===== config.mk =====
export PLATFORM = sky130hd
export DESIGN_NAME = memory_error_logging_fifo
export DESIGN_NICKNAME = d
export VERILOG_FILES = /design/src/sv/mel_pkg.sv /design/src/sv/mel_ram.sv /design/src/sv/memory_error_logging_fifo.sv
export SDC_FILE = /design/constraint.sdc
export NUM_CORES = 2
export LEC_CHECK = 0
export BUFFER_PORTS_ARGS = -buffer_cell sky130_fd_sc_hd__buf_2
export CAP_MARGIN = 20
export CORE_ASPECT_RATIO = 1.75
export CORE_UTILIZATION = 45
export DETAILED_ROUTE_END_ITERATION = 8
export PLACE_DENSITY = 0.71
export REMOVE_ABC_BUFFERS = 1
export SYNTH_ARGS = -nofsm -noshare
export SYNTH_HDL_FRONTEND = slang
export SYNTH_HIERARCHICAL = 1
export SYNTH_SLANG_ARGS = --single-unit
export TNS_END_PERCENT = 100

===== constraint.sdc =====
create_clock -name clk -period 9.8 [get_ports clk]
set_input_delay 1.96 -clock clk [delete_from_list [all_inputs] [get_ports clk]]
set_output_delay 1.96 -clock clk [all_outputs]
set_load 0.005 [all_outputs]

===== src/sv/mel_pkg.sv =====
// ----------------------------------------------------------------------------
// mel_pkg
// operation codes and record layout for the memory error log
// ----------------------------------------------------------------------------
`default_nettype none

package mel_pkg;

	// operation codes
	localparam logic [1:0] OP_CHECK  = 2'd0;
	localparam logic [1:0] OP_REMOVE = 2'd1;
	localparam logic [1:0] OP_CLEAR  = 2'd2;

	localparam int CHIP_W = 5;
	localparam int ADDR_W = 32;
	localparam int BYTE_W = 8;

	// one logged mismatch
	typedef struct packed {
		logic [CHIP_W-1:0] chip;
		logic [ADDR_W-1:0] address;
		logic [BYTE_W-1:0] read_val;
		logic [BYTE_W-1:0] written_val;
	} log_rec_t;

	localparam int REC_W = $bits(log_rec_t);

endpackage

`default_nettype wire


===== src/sv/mel_ram.sv =====
// ----------------------------------------------------------------------------
// mel_ram
// generic single-write, single-read ram with registered read data
// ----------------------------------------------------------------------------
`default_nettype none

module mel_ram #(
	parameter int WIDTH = 8,
	parameter int DEPTH = 16
) (
	input  wire logic                     clk,
	input  wire logic                     we,
	input  wire logic [$clog2(DEPTH)-1:0] waddr,
	input  wire logic [WIDTH-1:0]         wdata,
	input  wire logic                     re,
	input  wire logic [$clog2(DEPTH)-1:0] raddr,
	output      logic [WIDTH-1:0]         rdata
);

	logic [WIDTH-1:0] mem_q [DEPTH];

	always_ff @(posedge clk) begin
		if (we) begin
			mem_q[waddr] <= wdata;
		end
		if (re) begin
			rdata <= mem_q[raddr];
		end
	end

endmodule

`default_nettype wire


===== src/sv/memory_error_logging_fifo.sv =====
// ----------------------------------------------------------------------------
// memory_error_logging_fifo
// bounded ring log of memory-test mismatches with check, remove and clear
// ----------------------------------------------------------------------------
// the result is registered: done strobes in the cycle after start is taken
// throughput: one word per cycle, busy stays low; the ring ram has one
//   write and one registered read port, enough for one push or pop a cycle
// the result is shown for exactly one cycle and cannot be stalled
// reset (arst_n low, asynchronous) empties the ring: head, tail and count
//   return to zero; ring contents are not cleared and are never read unwritten
// ----------------------------------------------------------------------------
`default_nettype none

module memory_error_logging_fifo #(
	parameter int QUEUE_DEPTH = 64
) (
	input  wire logic                             clk,
	input  wire logic                             arst_n,
	// command side
	input  wire logic                             start,
	output      logic                             busy,
	input  wire logic [1:0]                       operation,
	input  wire logic [mel_pkg::CHIP_W-1:0]       chip_id,
	input  wire logic [mel_pkg::ADDR_W-1:0]       byte_address,
	input  wire logic [mel_pkg::BYTE_W-1:0]       read_byte,
	input  wire logic [mel_pkg::BYTE_W-1:0]       written_byte,
	// result side
	output      logic                             done,
	output      logic                             error_logged,
	output      logic                             error_dropped,
	output      logic                             record_valid,
	output      logic [mel_pkg::CHIP_W-1:0]       record_chip,
	output      logic [mel_pkg::ADDR_W-1:0]       record_address,
	output      logic [mel_pkg::BYTE_W-1:0]       record_read,
	output      logic [mel_pkg::BYTE_W-1:0]       record_written,
	output      logic [$clog2(QUEUE_DEPTH+1)-1:0] entry_total
);

	import mel_pkg::*;

	localparam int IDX_W = $clog2(QUEUE_DEPTH);
	localparam int CNT_W = $clog2(QUEUE_DEPTH + 1);
	localparam logic [IDX_W-1:0] LAST_IDX = IDX_W'(QUEUE_DEPTH - 1);
	localparam logic [CNT_W-1:0] FULL_CNT = CNT_W'(QUEUE_DEPTH);

	// ring pointers and fill count
	logic [IDX_W-1:0] head_q;
	logic [IDX_W-1:0] tail_q;
	logic [CNT_W-1:0] count_q;

	// decode of the word being taken
	logic     accept;
	logic     mismatch;
	logic     do_push;
	logic     do_drop;
	logic     do_pop;
	logic     do_clear;
	log_rec_t wr_rec;
	log_rec_t rd_rec;

	// result stage
	logic done_s1;
	logic logged_s1;
	logic dropped_s1;
	logic popped_s1;

	// never stalls: every cycle can take a word
	assign busy   = 1'b0;
	assign accept = start && !busy;

	assign mismatch = (read_byte ^ written_byte) != '0;

	always_comb begin
		do_push  = 1'b0;
		do_drop  = 1'b0;
		do_pop   = 1'b0;
		do_clear = 1'b0;
		case (operation)
			OP_CHECK: begin
				// full ring drops the record and leaves state alone
				do_push = accept && mismatch && (count_q < FULL_CNT);
				do_drop = accept && mismatch && (count_q >= FULL_CNT);
			end
			OP_REMOVE: begin
				// remove on an empty ring shows nothing
				do_pop = accept && (count_q != '0);
			end
			OP_CLEAR: begin
				do_clear = accept;
			end
			default: begin
				// unused code: no state change
			end
		endcase
	end

	assign wr_rec = '{chip: chip_id, address: byte_address,
		read_val: read_byte, written_val: written_byte};

	// ring store, read data lands in the result cycle
	mel_ram #(
		.WIDTH(REC_W),
		.DEPTH(QUEUE_DEPTH)
	) u_ring (
		.clk  (clk),
		.we   (do_push),
		.waddr(tail_q),
		.wdata(wr_rec),
		.re   (do_pop),
		.raddr(head_q),
		.rdata(rd_rec)
	);

	// pointer and count update
	always_ff @(posedge clk or negedge arst_n) begin
		if (!arst_n) begin
			head_q  <= '0;
			tail_q  <= '0;
			count_q <= '0;
		end else if (do_clear) begin
			head_q  <= '0;
			tail_q  <= '0;
			count_q <= '0;
		end else if (do_push) begin
			// wrap at the last slot, depth need not be a power of two
			tail_q  <= (tail_q == LAST_IDX) ? '0 : tail_q + 1'b1;
			count_q <= count_q + 1'b1;
		end else if (do_pop) begin
			head_q  <= (head_q == LAST_IDX) ? '0 : head_q + 1'b1;
			count_q <= count_q - 1'b1;
		end
	end

	// result strobe
	always_ff @(posedge clk or negedge arst_n) begin
		if (!arst_n) begin
			done_s1 <= 1'b0;
		end else begin
			done_s1 <= accept;
		end
	end

	// result flags, payload only
	always_ff @(posedge clk) begin
		if (accept) begin
			logged_s1  <= do_push;
			dropped_s1 <= do_drop;
			popped_s1  <= do_pop;
		end
	end

	assign done          = done_s1;
	assign error_logged  = logged_s1;
	assign error_dropped = dropped_s1;
	assign record_valid  = popped_s1;

	// record fields read zero unless a record was popped
	assign record_chip    = popped_s1 ? rd_rec.chip        : '0;
	assign record_address = popped_s1 ? rd_rec.address     : '0;
	assign record_read    = popped_s1 ? rd_rec.read_val    : '0;
	assign record_written = popped_s1 ? rd_rec.written_val : '0;

	// count already holds the value after the item in the result cycle
	assign entry_total = count_q;

	// count never passes the ring depth
	a_count_bound: assert property (@(posedge clk) disable iff (!arst_n)
		count_q <= FULL_CNT)
		else $error("entry count above ring depth");

	// at most one outcome flag per result
	a_flags_excl: assert property (@(posedge clk) disable iff (!arst_n)
		done_s1 |-> $onehot0({logged_s1, dropped_s1, popped_s1}))
		else $error("more than one outcome flag");

	// a drop happens only with a full ring and leaves the count unchanged
	a_drop_full: assert property (@(posedge clk) disable iff (!arst_n)
		do_drop |=> (count_q == FULL_CNT) && $stable(count_q))
		else $error("drop without full ring");

	// a pop never empties below zero
	a_pop_nonempty: assert property (@(posedge clk) disable iff (!arst_n)
		do_pop |-> count_q != '0)
		else $error("pop from empty ring");

endmodule

`default_nettype wire


# Word-level counts from Yosys, hierarchy flattened
# Memory sizes are Yosys's and may differ from the RTL's. A register that Yosys moved wholly into a read port is not among the register bits.
# Index checks and enable logic that the tools add are counted.
[word_totals] reg_bits=23 out_inout_bits=65 ram_bits=3392 mem_count=1 in_bits=58 elab_cells=50
[op_classes] n_lt_le_gt_ge=2 addsub=4 bitwise_logic=1 n_reduce_logical=11 n_eq_ne=5 mux=19
[mem_list] memory="u_ring.mem_q" depth=64 word_bits=53 rd=1 rd_ports_with_merged_regs=1 wr=1 line="mel_ram.sv:20" source="logic [WIDTH-1:0] mem_q [DEPTH];"
[op_table] operator="$mux 6" count=7
[op_table] operator="$mux 32" count=1
[op_table] operator="$mux 7" count=3
[op_table] operator="$mux 8" count=2
[op_table] operator="$add 6x1->6 const B" count=2
[op_table] operator="$eq 6x6->1 const B" count=2
[op_table] operator="$reduce_bool 8->1" count=1
[op_table] operator="$xor 8x8->8" count=1
[op_table] operator="$add 7x1->7 const B" count=1
[op_table] operator="$ge 7x7->1 const B" count=1
[op_table] operator="$lt 7x7->1 const B" count=1
[op_table] operator="$reduce_bool 7->1" count=1
[op_table] operator="$sub 7x1->7 const B" count=1
[op_table] operator="$mux 1" count=5
[op_table] operator="$mux 5" count=1
[op_table] operator="$logic_and 1x1->1" count=4
[op_table] operator="$reduce_bool 2->1" count=2
[op_table] operator="$reduce_bool 3->1" count=1
[op_table] operator="$eq 2x1->1 const B" count=1
[op_table] operator="$eq 2x2->1 const B" count=1
[op_table] operator="$logic_not 2->1" count=1
[op_table] operator="$ne 2x1->1 const B" count=1
[op_table] operator="$reduce_and 2->1" count=1

# Logic depth before layout (Yosys ltp)
[depth] ltp_word=7 depth_mapped=9 mapped_depth_nobuf=9

# By module
# The synthesis kept the hierarchy.
[by_module_without_submodules] mod="mel_ram" n_inst=1 cells_per_inst=5520 seq_area_each_um2=103449.2 area_per_inst_um2=129932.1
[by_module_without_submodules] mod="memory_error_logging_fifo" n_inst=1 cells_per_inst=198 seq_area_each_um2=590.6 area_per_inst_um2=1741.7

# Least setup slack after synthesis
# No wires, ideal clock.
[synth_timing] path_kind="input to register" from="input port read_byte[5] in the netlist's numbering" to="memory u_ring/mem_q[48][0] in the netlist's numbering, enable pin" arrival_time_ns=6.961 stages=8 required_ns=9.271 path_slack_ns=2.310 path_buffers=1 setup_ns=0.529 path_cell_list="xor2_1 -> nor4_1 -> a2111o_2 -> clkinv_2 -> buf_6 -> nor2b_1 -> nand4b_1 -> nor3_1"
[synth_between] elab_chain_len=7
[synth_lines] element="from (decl)" line="memory_error_logging_fifo.sv:25" source="input wire logic [mel_pkg::BYTE_W-1:0] read_byte,"
[synth_lines] element="$xor 8x8->8" line="memory_error_logging_fifo.sv:71" source="assign mismatch = (read_byte ^ written_byte) != '0;"
[synth_lines] element="$reduce_bool 8->1" line="memory_error_logging_fifo.sv:71"
[synth_lines] element="$logic_and 1x1->1 (2 in series)" line="memory_error_logging_fifo.sv:81" source="do_push = accept && mismatch && (count_q < FULL_CNT);"
[synth_lines] element="$mux 1" line="memory_error_logging_fifo.sv:78" source="case (operation)"
[synth_lines] element="named net do_push" line="memory_error_logging_fifo.sv:54" source="logic do_push;"
[synth_lines] element="$mux 1" line="mel_ram.sv:23" source="if (we) begin"
[synth_lines] element="$mux 1 (implied by the code)" line="mel_ram.sv:24" source="mem_q[waddr] <= wdata;"
[synth_lines] element="to (decl)" line="mel_ram.sv:20"
# The timed path passes the listed nets, and every way through them passes these cells.

# Worst setup path in the final report
[layout_timing] from="input port read_byte[5] in the netlist's numbering" to="memory u_ring/mem_q[30][38] in the netlist's numbering, enable pin"
[layout_between] elab_chain_len=7
[layout_lines] element="$xor 8x8->8" line="memory_error_logging_fifo.sv:71"
[layout_lines] element="$reduce_bool 8->1" line="memory_error_logging_fifo.sv:71"
[layout_lines] element="$logic_and 1x1->1 (2 in series)" line="memory_error_logging_fifo.sv:81"
[layout_lines] element="$mux 1" line="memory_error_logging_fifo.sv:78"
[layout_lines] element="$mux 1" line="mel_ram.sv:23"
[layout_lines] element="$mux 1 (implied by the code)" line="mel_ram.sv:24"
# No other way between the ends.

==> results.toml <==
[critical_path]
worst_ep_arrival_time_ns = 7.26
cp-end-kind = "flip-flop"
cp-start-kind = "primary input"
crit_required_ns = 10.32
worstSetupPathType = "in2reg"
cp_max_fo = 28

[drt]
ant_nets = 0
firstDrtPassIters = 6
post_drt_wl_per_cell_um = 34.8
drc = 0
drtIter0Drc = 7724
drt_wl_total_um = 352000
via_per_inst = 6.22
vias = 63000

[sta]
hold_violations = 0
period_needed_ns = 6.74
setup_ws_ns = 3.06
tightest_slew_ns = 1.26
timing.final.crit_share_pct = 68.8
fin_skew_ns = 0.0578
slew_viol_final = 0
max_slew_margin_pct = 15.7
max_freq_mhz = 148
setup_viol = 0
rsz0062_at_grt = "false"

[logic_synthesis]
synth_edf_count = 3448
ys_ff_latch = 3468
syn_area_per_cell_um2 = 23.0
syn_area_mm2 = 0.132
synthFlopType = "edfxtp_1"
synth_xor_xnor_area_share_pct = 0.0865
synth_mux_area_share_pct = 15.2
synth_compound_area_share_pct = 2.88
async_reset_ff_share_pct = 0.577
synth_cell_types = 59
synth_top_family_by_area = "multiplexers"
yosysWarningCount = 6
yosysSeqAreaShare_pct = 79.0
synth_fa_ha_area_share_pct = 0.0817
synth_simple_gate_area_share_pct = 1.44
synth_cells = 5718

[die]
rows = 262
die_h_um = 718
die_x_um = 411
ioPinCount = 123
dieArea_mm2 = 0.295
initial_core_util_pct = 45.2
core_area_mm2 = 0.291

[clocking]
cts.sinks = 3468
cts_buffer_depth = 4
clk_latency_ns = 0.92
tritoncts = "yes"
htree_levels = 5
cts.repair.resized = 0
cts-root-buf = "clkbuf_16"
post-cts-setup-buffer-count = 0
clkTransAtPathRegs_ns = 0.07
cts_hold_buf = 0
cts_buffers = 292

[flow_run]
max_cap_violations = 0

[layout]
fin_nets = 6103
final_util_pct = 50.6
area_delta_synth_final_pct = 11.9
drive_above_1_share_pct = 27.8

[pwr]
cellPowerDensity_mw_per_mm2 = 233
fin_total_pwr_uw = 34400
p_leak_uw = 0.0444
ir_worst_vdd_v = 0.000182

[global_route]
grt_pass1_vias = 63800
grt_overflow = 0
grt_pass1_wl_um = 489000
grt_max_degree = 129
grt_usage_pct = 23.7
antenna_found_initial = 18

[min_path]
hold_class = "reg2reg"

[placed_design]
gp_congestion = 0.872
dp_hpwl_um = 215000
io_buffer_count = 121
dp_slack_ns = 2.18

[status]
run_status = "finished clean"
## kinds of logic after synthesis
family / after synthesis
muxes: 990
buffers and inverters: 326
adders and majority gates: 8
and+or+nand+nor: 367
other: 1
AOI/OAI and AO/OA: 545
xor gates and xnor gates: 13
DFF: 3468
## sequential cells by signal (all words and copies together) (netlist names)
register	flops
record_valid	1
entry_total	7
u_ring/mem_q	3392
tail_q	6
u_ring/rdata	53
error_dropped	1
head_q	6
error_logged	1
done	1
## worst paths after layout
| path | startpoint | end | slack [ns] | cells after the start |
|---|---|---|---|---|
| max in group asynchronous | arst_n | head_q[2] | 8.23 | 1 |
| min in group asynchronous | arst_n | entry_total[3] | 1.08 | 1 |
| min | entry_total[5] | entry_total[5] | 0.59 | 1 |
| min reg2reg | entry_total[5] | entry_total[5] | 0.59 | 1 |
| max | read_byte[5] | u_ring/mem_q[30][38] | 3.06 | 12 |
| max reg2reg | head_q[0] | u_ring/rdata[32] | 5.04 | 7 |
## per-stage QoR
stage / area [um2] / hold slack (ns) / instances / TNS [ns]
3_5_place_dp: 138000 / 0.569 / 9570 / 0
4_1_cts: 147000 / 0.583 / 10100 / 0
2_1_floorplan: 130000 / 0.527 / 5394 / -1366.63
6_report: 147000 / 0.588 / 10100 / 0
5_1_grt: 147000 / 0.609 / 10100 / 0
3_3_place_gp: 138000 / 0.548 / 9562 / 0
## synth_stat cells, types with 32 or more instances
library cell | instances | area, um2
edfxtp_1 | 3448 | 104000
mux4_2 | 806 | 18200
o22ai_1 | 183 | 1140
clkbuf_1 | 143 | 537
mux2i_1 | 138 | 1380
buf_2 | 106 | 531
nor2_1 | 106 | 398
a21oi_1 | 85 | 425
o221ai_1 | 67 | 587
and2_1 | 60 | 375
buf_4 | 48 | 360
nand2_1 | 47 | 176
mux2_2 | 46 | 518
nor4_1 | 46 | 288
a221oi_1 | 43 | 377
a22oi_1 | 35 | 263
o22a_1 | 32 | 280
## layout make-up
cell class                 instances  area (um2)
fill                           22200      144000
sequential                      3468      104000
multi-input combinational       1924       26700
clock buffer                     351        7740
tap                             3828        4790
timing repair buffer             349        2540
clock inverter                   166        1470
antenna                           31        77.6
inverter                           2        8.76
## cell usage in the layout (no fill, tap or decap), types with 32 or more instances in the layout
cell and n:
clkinv_2 51, edfxtp_1 3448, o22a_1 32, and2_1 60, clkbuf_16 302, o22ai_1 183
buf_4 218, clkbuf_1 49, mux2i_1 138, a221oi_1 43, mux4_2 806, nor2_1 43
nor2_4 62, o221ai_1 67, buf_2 113, clkinv_1 58, nand2_1 42, a22oi_1 35
a21oi_1 85, mux2_2 46
## metal layers
layer	global-route usage [%]	vias up	wire length, um
li1	-	25200	-
met1	26.8	33700	115000
met2	40.3	3309	180000
met3	3.25	786	24500
met4	19.0	12	33100
met5	0	-	69
## worst max-delay path, stage by stage
cell	delay, ns
buf_2	0.09
buf_4	0.21
xor2_1	0.80
nor4_1	0.28
buf_4	0.22
a2111o_2	0.60
clkinv_2	0.29
nor2b_1	0.30
nand3_1	0.72
buf_4	0.46
nor2_4	0.70
buf_4	0.56
## power breakdown
part	switching (uW)	internal [uW]	leakage (uW)	total, uW
combinational	3640	2670	0.00863	6310
clock	5220	6270	0.00448	11500
sequential	144	16400	0.0312	16600
(Power assumes the default switching activity.)
